<file path="config.mk">
export PLATFORM = sky130hd
export DESIGN_NAME = dis_cell
export DESIGN_NICKNAME = d
export VERILOG_FILES = /design/src/dis_pkg.sv /design/src/dis_cell.sv
export SDC_FILE = /design/constraint.sdc
export NUM_CORES = 1
export LEC_CHECK = 0
export BUFFER_PORTS_ARGS = -buffer_cell sky130_fd_sc_hd__buf_2
export CORE_UTILIZATION = 40
export CTS_CLUSTER_SIZE = 28
export DETAILED_ROUTE_END_ITERATION = 8
export MAX_ROUTING_LAYER = met4
export PLACE_DENSITY = 0.7
export SKIP_LAST_GASP = 1
export SLEW_MARGIN = 40
export SYNTH_ARGS = -nofsm -noshare
export SYNTH_HDL_FRONTEND = slang
export SYNTH_SLANG_ARGS = --single-unit
</file>
<file path="constraint.sdc">
create_clock -name clk -period 2.6 [get_ports clk]
set_input_delay 0.65 -clock clk [delete_from_list [all_inputs] [get_ports clk]]
set_output_delay 0.65 -clock clk [all_outputs]
set_load 0.03 [all_outputs]
</file>
<file path="src/dis_pkg.sv">
// ----------------------------------------------------------------------------
// dis_pkg
// Shared types and constants for the disjoint interval set: the per-item
// action code, the control group that drives the cell row, and the status
// each cell reports back.
// ----------------------------------------------------------------------------
package dis_pkg;

  // Default sizing of the interval store.
  localparam int DEF_VALUE_WIDTH   = 14;
  localparam int DEF_MAX_INTERVALS = 64;

  // Cells per first-level group of the result gather tree.
  localparam int GATHER_GROUP = 8;

  // What the cell row does with the current item.
  typedef enum logic [2:0] {
    ACT_READ,
    ACT_DUP,
    ACT_MERGE,
    ACT_LEFT,
    ACT_RIGHT,
    ACT_INSERT,
    ACT_DROP
  } act_t;

  // Control broadcast from the sequencer to every cell.
  typedef struct packed {
    logic load;   // capture compare flags against the item value
    logic apply;  // perform the action and mark the result cell
    act_t action;
  } cell_ctrl_t;

  // Status a cell reports from its captured flags.
  typedef struct packed {
    logic cov;        // the cell's interval already covers the value
    logic left_adj;   // cell sits just below the value and ends one short
    logic right_adj;  // cell sits just above the value and starts one past
  } cell_stat_t;

endpackage

</file>
<file path="src/dis_cell.sv">
// ----------------------------------------------------------------------------
// dis_cell
// One slot of the sorted interval row. Compares its interval with the item
// value, talks to its neighbors to find the insertion point, and shifts,
// extends or loads its interval when the sequencer applies an action.
// ----------------------------------------------------------------------------
module dis_cell #(
  parameter int VALUE_WIDTH = dis_pkg::DEF_VALUE_WIDTH
) (
  input  logic                   clk,
  input  dis_pkg::cell_ctrl_t    ctrl,
  input  logic [VALUE_WIDTH-1:0] value,
  input  logic                   occupied,
  input  logic                   rd_hit,
  input  logic                   le_prev,
  input  logic                   le_next,
  input  logic [VALUE_WIDTH-1:0] start_prev,
  input  logic [VALUE_WIDTH-1:0] end_prev,
  input  logic [VALUE_WIDTH-1:0] start_next,
  input  logic [VALUE_WIDTH-1:0] end_next,
  output logic                   le,
  output logic [VALUE_WIDTH-1:0] start_val,
  output logic [VALUE_WIDTH-1:0] end_val,
  output dis_pkg::cell_stat_t    stat,
  output logic [VALUE_WIDTH-1:0] sel_start,
  output logic [VALUE_WIDTH-1:0] sel_end
);

  logic [VALUE_WIDTH-1:0] start_r;
  logic [VALUE_WIDTH-1:0] end_r;
  logic                   le_r;
  logic                   cov_r;
  logic                   ladj_r;
  logic                   radj_r;
  logic                   sel_r;

  logic                   at_p;
  logic                   is_left;
  logic                   beyond_p;
  logic                   le_now;
  logic                   cov_now;
  logic                   ladj_now;
  logic                   radj_now;

  // Compare flags against the item value; one bit of headroom avoids wrap.
  always_comb begin
    le_now   = occupied && (start_r <= value);
    cov_now  = le_now && (end_r >= value);
    ladj_now = occupied && (({1'b0, end_r} + 1'b1) == {1'b0, value});
    radj_now = occupied && ({1'b0, start_r} == ({1'b0, value} + 1'b1));
  end

  // Position of this cell relative to the insertion point p.
  always_comb begin
    at_p     = !le_r && le_prev;
    is_left  = le_r && !le_next;
    beyond_p = !le_r && !le_prev;
  end

  // Flag capture, then the action on the interval and the result mark.
  always_ff @(posedge clk) begin
    if (ctrl.load) begin
      le_r   <= le_now;
      cov_r  <= cov_now;
      ladj_r <= ladj_now;
      radj_r <= radj_now;
    end
    if (ctrl.apply) begin
      unique case (ctrl.action)
        dis_pkg::ACT_MERGE: begin
          if (is_left) begin
            end_r <= end_next;
          end else if (!le_r) begin
            start_r <= start_next;
            end_r   <= end_next;
          end
          sel_r <= is_left;
        end
        dis_pkg::ACT_LEFT: begin
          if (is_left) begin
            end_r <= value;
          end
          sel_r <= is_left;
        end
        dis_pkg::ACT_RIGHT: begin
          if (at_p) begin
            start_r <= value;
          end
          sel_r <= at_p;
        end
        dis_pkg::ACT_INSERT: begin
          if (at_p) begin
            start_r <= value;
            end_r   <= value;
          end else if (beyond_p) begin
            start_r <= start_prev;
            end_r   <= end_prev;
          end
          sel_r <= at_p;
        end
        dis_pkg::ACT_DUP: begin
          sel_r <= cov_r;
        end
        dis_pkg::ACT_READ: begin
          sel_r <= rd_hit && occupied;
        end
        dis_pkg::ACT_DROP: begin
          sel_r <= 1'b0;
        end
        default: begin
          sel_r <= 1'b0;
        end
      endcase
    end
  end

  // Neighbor and sequencer outputs.
  assign le             = le_r;
  assign start_val      = start_r;
  assign end_val        = end_r;
  assign stat.cov       = cov_r;
  assign stat.left_adj  = ladj_r && is_left;
  assign stat.right_adj = radj_r && at_p;
  assign sel_start      = sel_r ? start_r : '0;
  assign sel_end        = sel_r ? end_r : '0;

endmodule

</file>
==> impl_results.rst, run 1 <==
.. list-table::
   :header-rows: 1

   * - Metric
     - Value
   * - Result of the run
     - completed
   * - Initial Utilization
     - 0.415
   * - Post-synth top area share
     - 0.291
   * - Hold-fix buffer count after cts
     - 0
   * - Setup slack on the worst flop-to-flop path
     - between 0.3 and 0.4 ns
   * - Hold Path Class
     - in -> reg
   * - Routed wire length
     - 10.7 mm
   * - Initial DRC count
     - 276
   * - Number of warnings issued by yosys
     - 0
   * - Avg Vias per Cell
     - 5.51
   * - Final Hold Vio Count
     - 0
   * - Standby leakage power
     - 2.04 nW
   * - Part of the total power dissipated in combinational logic
     - 0.331
   * - Fraction of power consumed by the clock network
     - 0.253
   * - Remaining global-route overflow
     - 0
   * - Instance count on the critical path
     - 7
   * - Combinational family with the most area after synthesis
     - simple AND/OR/NAND/NOR gates
   * - # diodes
     - 0
   * - Fraction of the yosys area taken by sequential cells
     - 0.291
   * - CP required
     - 2.70 ns
   * - Clock tree from TritonCTS
     - built
   * - Largest area contributor in the synthesized netlist
     - sky130_fd_sc_hd__edfxtp_1
   * - Worst path top cell family by delay
     - simple AND/OR/NAND/NOR gates
   * - First-pass GRT wire length
     - roughly 16 mm
   * - Count of input and output buffers
     - 139
   * - Total negative slack
     - 0 ns
   * - Fraction of final layout cells with drive strength greater than 1
     - 0.323
   * - Most area-consuming cells after synthesis
     - sky130_fd_sc_hd__edfxtp_1, sky130_fd_sc_hd__ha_1, sky130_fd_sc_hd__xnor2_1
   * - Remaining antenna violation count
     - 0
   * - CP max stage cell
     - sky130_fd_sc_hd__edfxtp_1
   * - Worst Tran Pin Value
     - 0.630 ns
   * - Compound-cell area share of the yosys netlist
     - 0.167
   * - Detailed-route wire length per cell
     - roughly 17 um
   * - Number of search-and-repair iterations in the first detailed-routing pass
     - 6
   * - Number of antenna violations at the first check in global routing
     - 0
   * - Number of instances resized during post-cts repair
     - 0
   * - # nets final
     - 635
   * - Number of global-route vias before repair
     - 3299
   * - Max-slew violations
     - 0
   * - Final-layout fill cell count
     - 776
   * - Number of cells on the worst hold path
     - 1
   * - Number of buffers and inverters on the critical path
     - 1
   * - Crit path cell chain
     - ha_1 > inv_1 > nor3_1 > nand3b_1 > o2111ai_1 > nand3b_1 > nor4_1
   * - Power, Total
     - 1.55 mW
   * - Maximum Capacitance Violations
     - 0
   * - Post-synthesis instance area
     - 3410 um^2
   * - Final clock period utilization by the worst path
     - 0.865
   * - WP data arrival
     - 2.35 ns
   * - Number of buffers created by CTS
     - 5
   * - GP Congestion
     - 0.887
   * - Net count after synthesis
     - 496
   * - Largest incremental delay on the critical path
     - 0.50 ns
   * - Share of synthesized registers carrying an async set or reset
     - 0
   * - Clock period minus worst slack
     - 2.25 ns
   * - Pwr dens
     - 360 nW/um^2
   * - Number of setup buffers added after CTS
     - 0
   * - Worst-case headroom to the max-slew limit
     - 0.579
   * - Post-Syn Instances
     - 386
   * - Number of storage elements in the synthesis netlist
     - 33
   * - Setup Viol. Count Final
     - 0
   * - Clock Sinks
     - 33
   * - Number of enable flip-flop cells after synthesis
     - 33
   * - Die X
     - 94.3 um
   * - Clock latency on the worst-skew pair
     - ~0.29 ns
   * - Cell type with the highest occurrence count on the critical path
     - sky130_fd_sc_hd__nand3b_1
   * - Global-route total usage across every layer
     - 0.251
   * - Site Rows
     - 33
   * - Die height
     - 94.3 um
   * - Endpoint class of the critical path
     - flip-flop
   * - XOR/XNOR share of the synthesized area
     - 0.0796
   * - Number of top-level pins
     - 140
   * - Internal power contribution
     - ~1.0 mW
   * - Switching fraction of total power
     - 0.346
   * - Clock slew seen by the registers of the worst setup and hold paths
     - 0.07 ns
   * - Most used flip-flop cell after synthesis
     - sky130_fd_sc_hd__edfxtp_1
   * - Maximum number of pins on one net before global-route repair
     - 30
   * - Mean instance size in the synthesized netlist
     - 8.83 um^2
   * - Highest Clock Rate
     - ~0.44 GHz
   * - Vias after detailed routing
     - 3479
   * - Kind of launch point of the worst setup path
     - flip-flop
   * - Crit path kind
     - reg -> reg
   * - Cell with the most instances after synthesis
     - sky130_fd_sc_hd__inv_1
   * - Number of H-tree branching levels
     - 2
   * - Simple-Gate Fraction of Synth Area
     - 0.231
   * - HPWL after DPL
     - about 8.5 mm
   * - Area of the placeable core
     - 8220 um^2
   * - Synth Area in Adders
     - 0.110
   * - Layout overhead on the synthesized area
     - 26.4%
   * - Share of synthesized area spent on multiplexers
     - 0.0411
   * - Layout Skew
     - ~0.0037 ns
   * - Area of the die
     - about 8900 um^2
   * - Largest driver fanout on the critical path
     - 7
   * - Top cells by instance count after synthesis
     - sky130_fd_sc_hd__inv_1, sky130_fd_sc_hd__edfxtp_1, sky130_fd_sc_hd__nand2_1
   * - Number of distinct standard cells referenced by the synthesized netlist
     - 58
   * - Clock tree root driver cell
     - sky130_fd_sc_hd__clkbuf_8
   * - DRC
     - 0
   * - RSZ-0062 raised after global routing
     - no
   * - Max IR drop VDD
     - 0.000157 V
   * - Worst reg-to-reg path cell count
     - 7
   * - Net load switching power
     - 0.536 mW
   * - Share of total power in sequential cells
     - 0.416
   * - Number of buffers on the longest clock path
     - 2
-- power by group through the flow --
stage | sequential (mW) | combinational [mW] | clock (mW)
finish | 0.645 | 0.514 | 0.392
global route | 0.648 | 0.564 | 0.410
CTS | 0.645 | 0.513 | 0.392
detailed placement | 0.656 | 0.510 | 0
global placement | 0.656 | 0.501 | 0
floorplan | 0.673 | 0.311 | 0
-- worst reg2reg max path: cells and delay by family, from the launching register on --
family	cells	cell delay (ns)
and+or+nand+nor	4	1.02
DFF	1	0.50
buffers and inverters	1	0.10
AOI/OAI and AO/OA	1	0.11
adders and majority gates	1	0.33
-- final cells by class --
class                           instances  area, um^2  area share
Inverter                               35         131      0.0305
Sequential cell                        33         991       0.230
Timing Repair Buffer                  157         831       0.193
Tap cell                              105         131      0.0305
Multi-Input combinational cell        293        2150       0.498
Clock buffer                            8        80.1      0.0186
-- layer usage --
layer,part of all wire,GRT usage
met4,0.016,0.0782
met1,0.43,0.319
met3,0.059,0.0316
met2,0.50,0.413
met5,0,-
-- logic make-up (layout without fill, tap and decap cells) --
kind of cell	count (synthesis)	count (layout)
and+or+nand+nor	137	137
AOI/OAI and AO/OA	81	81
buffers and inverters	60	200
DFF	33	33
xor gates and xnor gates	31	31
adders and majority gates	30	30
muxes	14	14
-- worst paths after layout --
check,from,end
max reg2reg,end_val[1]$_DFFE_PP_,ladj_r$_DFFE_PP_
min,ctrl[3],sel_r$_DFFE_PP_
max,end_val[1]$_DFFE_PP_,ladj_r$_DFFE_PP_
min reg2reg,cov_r$_DFFE_PP_,sel_r$_DFFE_PP_
-- cell usage in the layout, fill, tap and decap left out, types with 3 or more instances in the layout --
cell,netlist,final
sky130_fd_sc_hd__a211oi_1,3,3
sky130_fd_sc_hd__a21o_1,4,4
sky130_fd_sc_hd__a21oi_1,9,9
sky130_fd_sc_hd__a222oi_1,14,14
sky130_fd_sc_hd__and2_1,29,30
sky130_fd_sc_hd__buf_2,1,139
sky130_fd_sc_hd__buf_4,5,18
sky130_fd_sc_hd__clkbuf_1,14,3
sky130_fd_sc_hd__clkbuf_8,0,5
sky130_fd_sc_hd__edfxtp_1,33,33
sky130_fd_sc_hd__ha_1,30,30
sky130_fd_sc_hd__inv_1,35,35
sky130_fd_sc_hd__mux2i_1,14,14
sky130_fd_sc_hd__nand2_1,33,33
sky130_fd_sc_hd__nand2b_1,6,6
sky130_fd_sc_hd__nand3_1,13,13
sky130_fd_sc_hd__nand3b_1,5,5
sky130_fd_sc_hd__nand4_1,6,6
sky130_fd_sc_hd__nor2_1,14,13
sky130_fd_sc_hd__nor3_1,5,5
sky130_fd_sc_hd__nor4_1,4,4
sky130_fd_sc_hd__o211ai_1,4,4
sky130_fd_sc_hd__o21ai_0,27,27
sky130_fd_sc_hd__or3_1,5,5
sky130_fd_sc_hd__xnor2_1,21,21
sky130_fd_sc_hd__xor2_1,10,10
-- sequential cells by signal (all words and copies together), names as in the netlist --
signal and flops:
sel_r 1, le 1, cov_r 1, ladj_r 1, end_val 14, radj_r 1, start_val 14
-- stage by stage --
step	setup WS [ns]	instance area, um^2	std cells	hold slack [ns]	util
floorplan	0.168	3410	386	0.710	-
finish	0.351	4310	631	0.582	0.525
CTS	0.356	4310	631	0.576	0.525
global placement	0.0953	4230	623	0.832	0.515
detailed placement	0.0557	4230	623	0.821	0.515
global route	0.228	4310	631	0.582	0.525
No activity file was read; power rests on OpenSTA's default activity.
==> run 2: changes to the inputs <==
--- a/config.mk
+++ b/config.mk
@@ -5,12 +5,13 @@
 export SDC_FILE = /design/constraint.sdc
 export NUM_CORES = 1
 export LEC_CHECK = 0
+export ABC_CLOCK_PERIOD_IN_PS = 1900
 export BUFFER_PORTS_ARGS = -buffer_cell sky130_fd_sc_hd__buf_2
 export CORE_UTILIZATION = 40
 export CTS_CLUSTER_SIZE = 28
 export DETAILED_ROUTE_END_ITERATION = 8
 export MAX_ROUTING_LAYER = met4
-export PLACE_DENSITY = 0.7
+export PLACE_DENSITY = 0.73
 export SKIP_LAST_GASP = 1
 export SLEW_MARGIN = 40
 export SYNTH_ARGS = -nofsm -noshare
==> constraint.sdc (replaced) <==
create_clock -name clk -period 1.9 [get_ports clk]
set_input_delay 0.475 -clock clk [delete_from_list [all_inputs] [get_ports clk]]
set_output_delay 0.475 -clock clk [all_outputs]
set_load 0.03 [all_outputs]
==> run 2 against run 1 <==
Net effect: the run now ends with negative setup slack left; critical endpoint unchanged; largest cell class unchanged; sequential cell count stayed put; non-clock buffer count up 88; maximum frequency is 12% higher; hold slack lost 0.17 ns; sequential share of layout area fell by 3.9 points; design area rose by 21%; total power grew 45%.
==> impl_results.rst, run 2 (same netlist as run 1, synthesis figures left out) <==
.. list-table::
   :header-rows: 1

   * - Metric
     - Value
   * - Most common cell after layout, fill and taps aside
     - sky130_fd_sc_hd__buf_2
   * - Remaining global-route overflow
     - 0
   * - Die height
     - approximately 94 um
   * - Clock latency on the worst-skew pair
     - ~0.29 ns
   * - Maximum Capacitance Violations
     - 0
   * - Standby leakage power
     - roughly 2.5 nW
   * - Clock tree from TritonCTS
     - built
   * - Layout overhead on the synthesized area
     - 52.4%
   * - First-pass GRT wire length
     - 17.9 mm
   * - Number of antenna violations at the first check in global routing
     - 0
   * - Number of search-and-repair iterations in the first detailed-routing pass
     - 5
   * - Worst-case headroom to the max-slew limit
     - 0.558
   * - Max IR drop VDD
     - between 0.0002 and 0.0003 V
   * - Leading cell types in the layout, fill and taps excluded
     - sky130_fd_sc_hd__buf_2, sky130_fd_sc_hd__buf_4, sky130_fd_sc_hd__inv_1, sky130_fd_sc_hd__nand2_1, sky130_fd_sc_hd__edfxtp_1
   * - Remaining antenna violation count
     - 0
   * - Crit path kind
     - reg -> reg
   * - HPWL after DPL
     - 9.52 mm
   * - Power, Total
     - 2.25 mW
   * - WP data arrival
     - 2.17 ns
   * - Avg Vias per Cell
     - 5.39
   * - Number of H-tree branching levels
     - 2
   * - Maximum number of pins on one net before global-route repair
     - 21
   * - Area of the placeable core
     - 8220 um^2
   * - RSZ-0062 raised after global routing
     - yes
   * - Worst Tran Pin Value
     - 0.662 ns
   * - Result of the run
     - finished with violations
   * - Number of buffers created by CTS
     - 5
   * - # diodes
     - 0
   * - Failing checks
     - negative setup slack
   * - Crit path cell chain
     - buf_4 > xnor2_1 > xnor2_1 > a2111oi_2 > o211ai_1 > nor4_2 > buf_4
   * - Final worst-path setup slack
     - -0.0998 ns
   * - Clock slew seen by the registers of the worst setup and hold paths
     - 0.06 ns
   * - Highest Clock Rate
     - 0.500 GHz
   * - Final Hold Vio Count
     - 0
   * - Setup Viol. Count Final
     - 3
   * - # nets final
     - between 700 and 800
   * - Area of the die
     - between 8000 and 9000 um^2
   * - Fraction of final layout cells with drive strength greater than 1
     - 0.458
   * - Finished layout cell area
     - 5200 um^2
   * - Clock Sinks
     - 33
   * - Part of the total power dissipated in combinational logic
     - 0.395
   * - Clock tree root driver cell
     - sky130_fd_sc_hd__clkbuf_8
   * - CP required
     - a little over 2 ns
   * - Largest driver fanout on the critical path
     - 3
   * - Total negative slack
     - -0.239 ns
   * - GP Congestion
     - 0.921
   * - Switching fraction of total power
     - 0.337
   * - Post-detailed-placement cell area
     - 4860 um^2
   * - Initial DRC count
     - 238
   * - Pwr dens
     - 434 nW/um^2
   * - Fraction of power consumed by the clock network
     - 0.221
   * - Count of input and output buffers
     - 139
   * - Site Rows
     - 33
   * - DRC
     - 0
   * - Layout Skew
     - 0.00394 ns
   * - Number of buffers on the longest clock path
     - 2
   * - Vias after detailed routing
     - 3869
   * - Largest incremental delay on the critical path
     - 0.43 ns
   * - Hold Path Class
     - in -> reg
   * - Share of total power in sequential cells
     - 0.384
   * - Internal power contribution
     - about 1.5 mW
   * - Initial Utilization
     - 0.415
   * - Number of top-level pins
     - between 100 and 150
   * - Kind of launch point of the worst setup path
     - flip-flop
   * - Net load switching power
     - 0.761 mW
   * - Number of global-route vias before repair
     - 3674
   * - Clock period minus worst slack
     - 2.00 ns
   * - Detailed-route wire length per cell
     - 16.5 um
   * - Max-slew violations
     - 0
   * - Final clock period utilization by the worst path
     - 1.05
   * - Routed wire length
     - about 12 mm
   * - CP max stage cell
     - sky130_fd_sc_hd__edfxtp_1
   * - Global-route total usage across every layer
     - 0.271
   * - Die X
     - 94.3 um
   * - Endpoint class of the critical path
     - flip-flop
==> run 2: changes by cell type in the layout (fill, tap and decap cells not counted), moves of 3 or more <==
cell	before	now
sky130_fd_sc_hd__buf_4	18	99
sky130_fd_sc_hd__nor3_1	5	2
sky130_fd_sc_hd__xnor2_2	0	3
sky130_fd_sc_hd__ha_1	30	27
sky130_fd_sc_hd__nor4_1	4	1
sky130_fd_sc_hd__buf_12	0	5
sky130_fd_sc_hd__o21ai_1	0	3
sky130_fd_sc_hd__xnor2_1	21	18
sky130_fd_sc_hd__o21ai_0	27	24
==> run 2: worst paths after layout <==
kind | from | endpoint | slack (ns) | depth (start not counted)
worst max-delay path | end_val[5]$_DFFE_PP_ | ladj_r$_DFFE_PP_ | -0.1 | 7
worst min-delay path | ctrl[3] | sel_r$_DFFE_PP_ | 0.42 | 1
worst max register to register | end_val[5]$_DFFE_PP_ | ladj_r$_DFFE_PP_ | -0.1 | 7
worst min register to register | cov_r$_DFFE_PP_ | sel_r$_DFFE_PP_ | 0.82 | 4
==> run 2: power groups by stage <==
stage / logic (mW) / clock network, mW / registers (mW)
finish: 0.890 / 0.499 / 0.866
global route: 0.965 / 0.535 / 0.868
CTS: 0.861 / 0.511 / 0.865
detailed placement: 0.834 / 0 / 0.882
global placement: 0.813 / 0 / 0.881
floorplan: 0.437 / 0 / 0.921
==> run 2: worst max-delay path, delay by kind of cell, from the launching register on <==
family	cells	cell delay, ns
AOI/OAI and AO/OA	2	0.58
DFF	1	0.43
xor gates and xnor gates	2	0.31
buffers and inverters	2	0.31
and+or+nand+nor	1	0.25
==> run 2: cell type report <==
type / count / area (um^2)
Fill cell: 718 / 3020
Multi-Input combinational cell: 293 / 2300
Timing Repair Buffer: 245 / 1560
Sequential cell: 33 / 991
Inverter: 35 / 131
Tap cell: 105 / 131
Clock buffer: 6 / 72.6
Clock inverter: 1 / 3.75
==> run 2: routing by layer <==
| layer | vias up | share of wire | GRT usage |
|---|---|---|---|
| li1 | 1869 | - | - |
| met1 | 1829 | 0.40 | 0.313 |
| met2 | 147 | 0.53 | 0.490 |
| met3 | 24 | 0.055 | 0.0283 |
| met4 | 0 | 0.018 | 0.0859 |
| met5 | - | 0 | - |
==> run 2: metrics by stage <==
step | instances | hold WS (ns) | worst slack [ns] | utilization
3_5_place_dp | 695 | 0.707 | -0.495 | 0.591
6_report | 718 | 0.416 | -0.0998 | 0.633
2_1_floorplan | 386 | 0.587 | -0.210 | -
5_1_grt | 718 | 0.407 | -0.188 | 0.633
4_1_cts | 711 | 0.411 | -0.118 | 0.618
3_3_place_gp | 695 | 0.711 | -0.428 | 0.591
==> run 2: repair_timing <==
action                     in CTS  in global routing
pin swaps                       7                  6
hold buffers                    0                  0
setup buffers                   9                  7
setup endpoints to repair       3                  5
gates resized for setup        15                 14
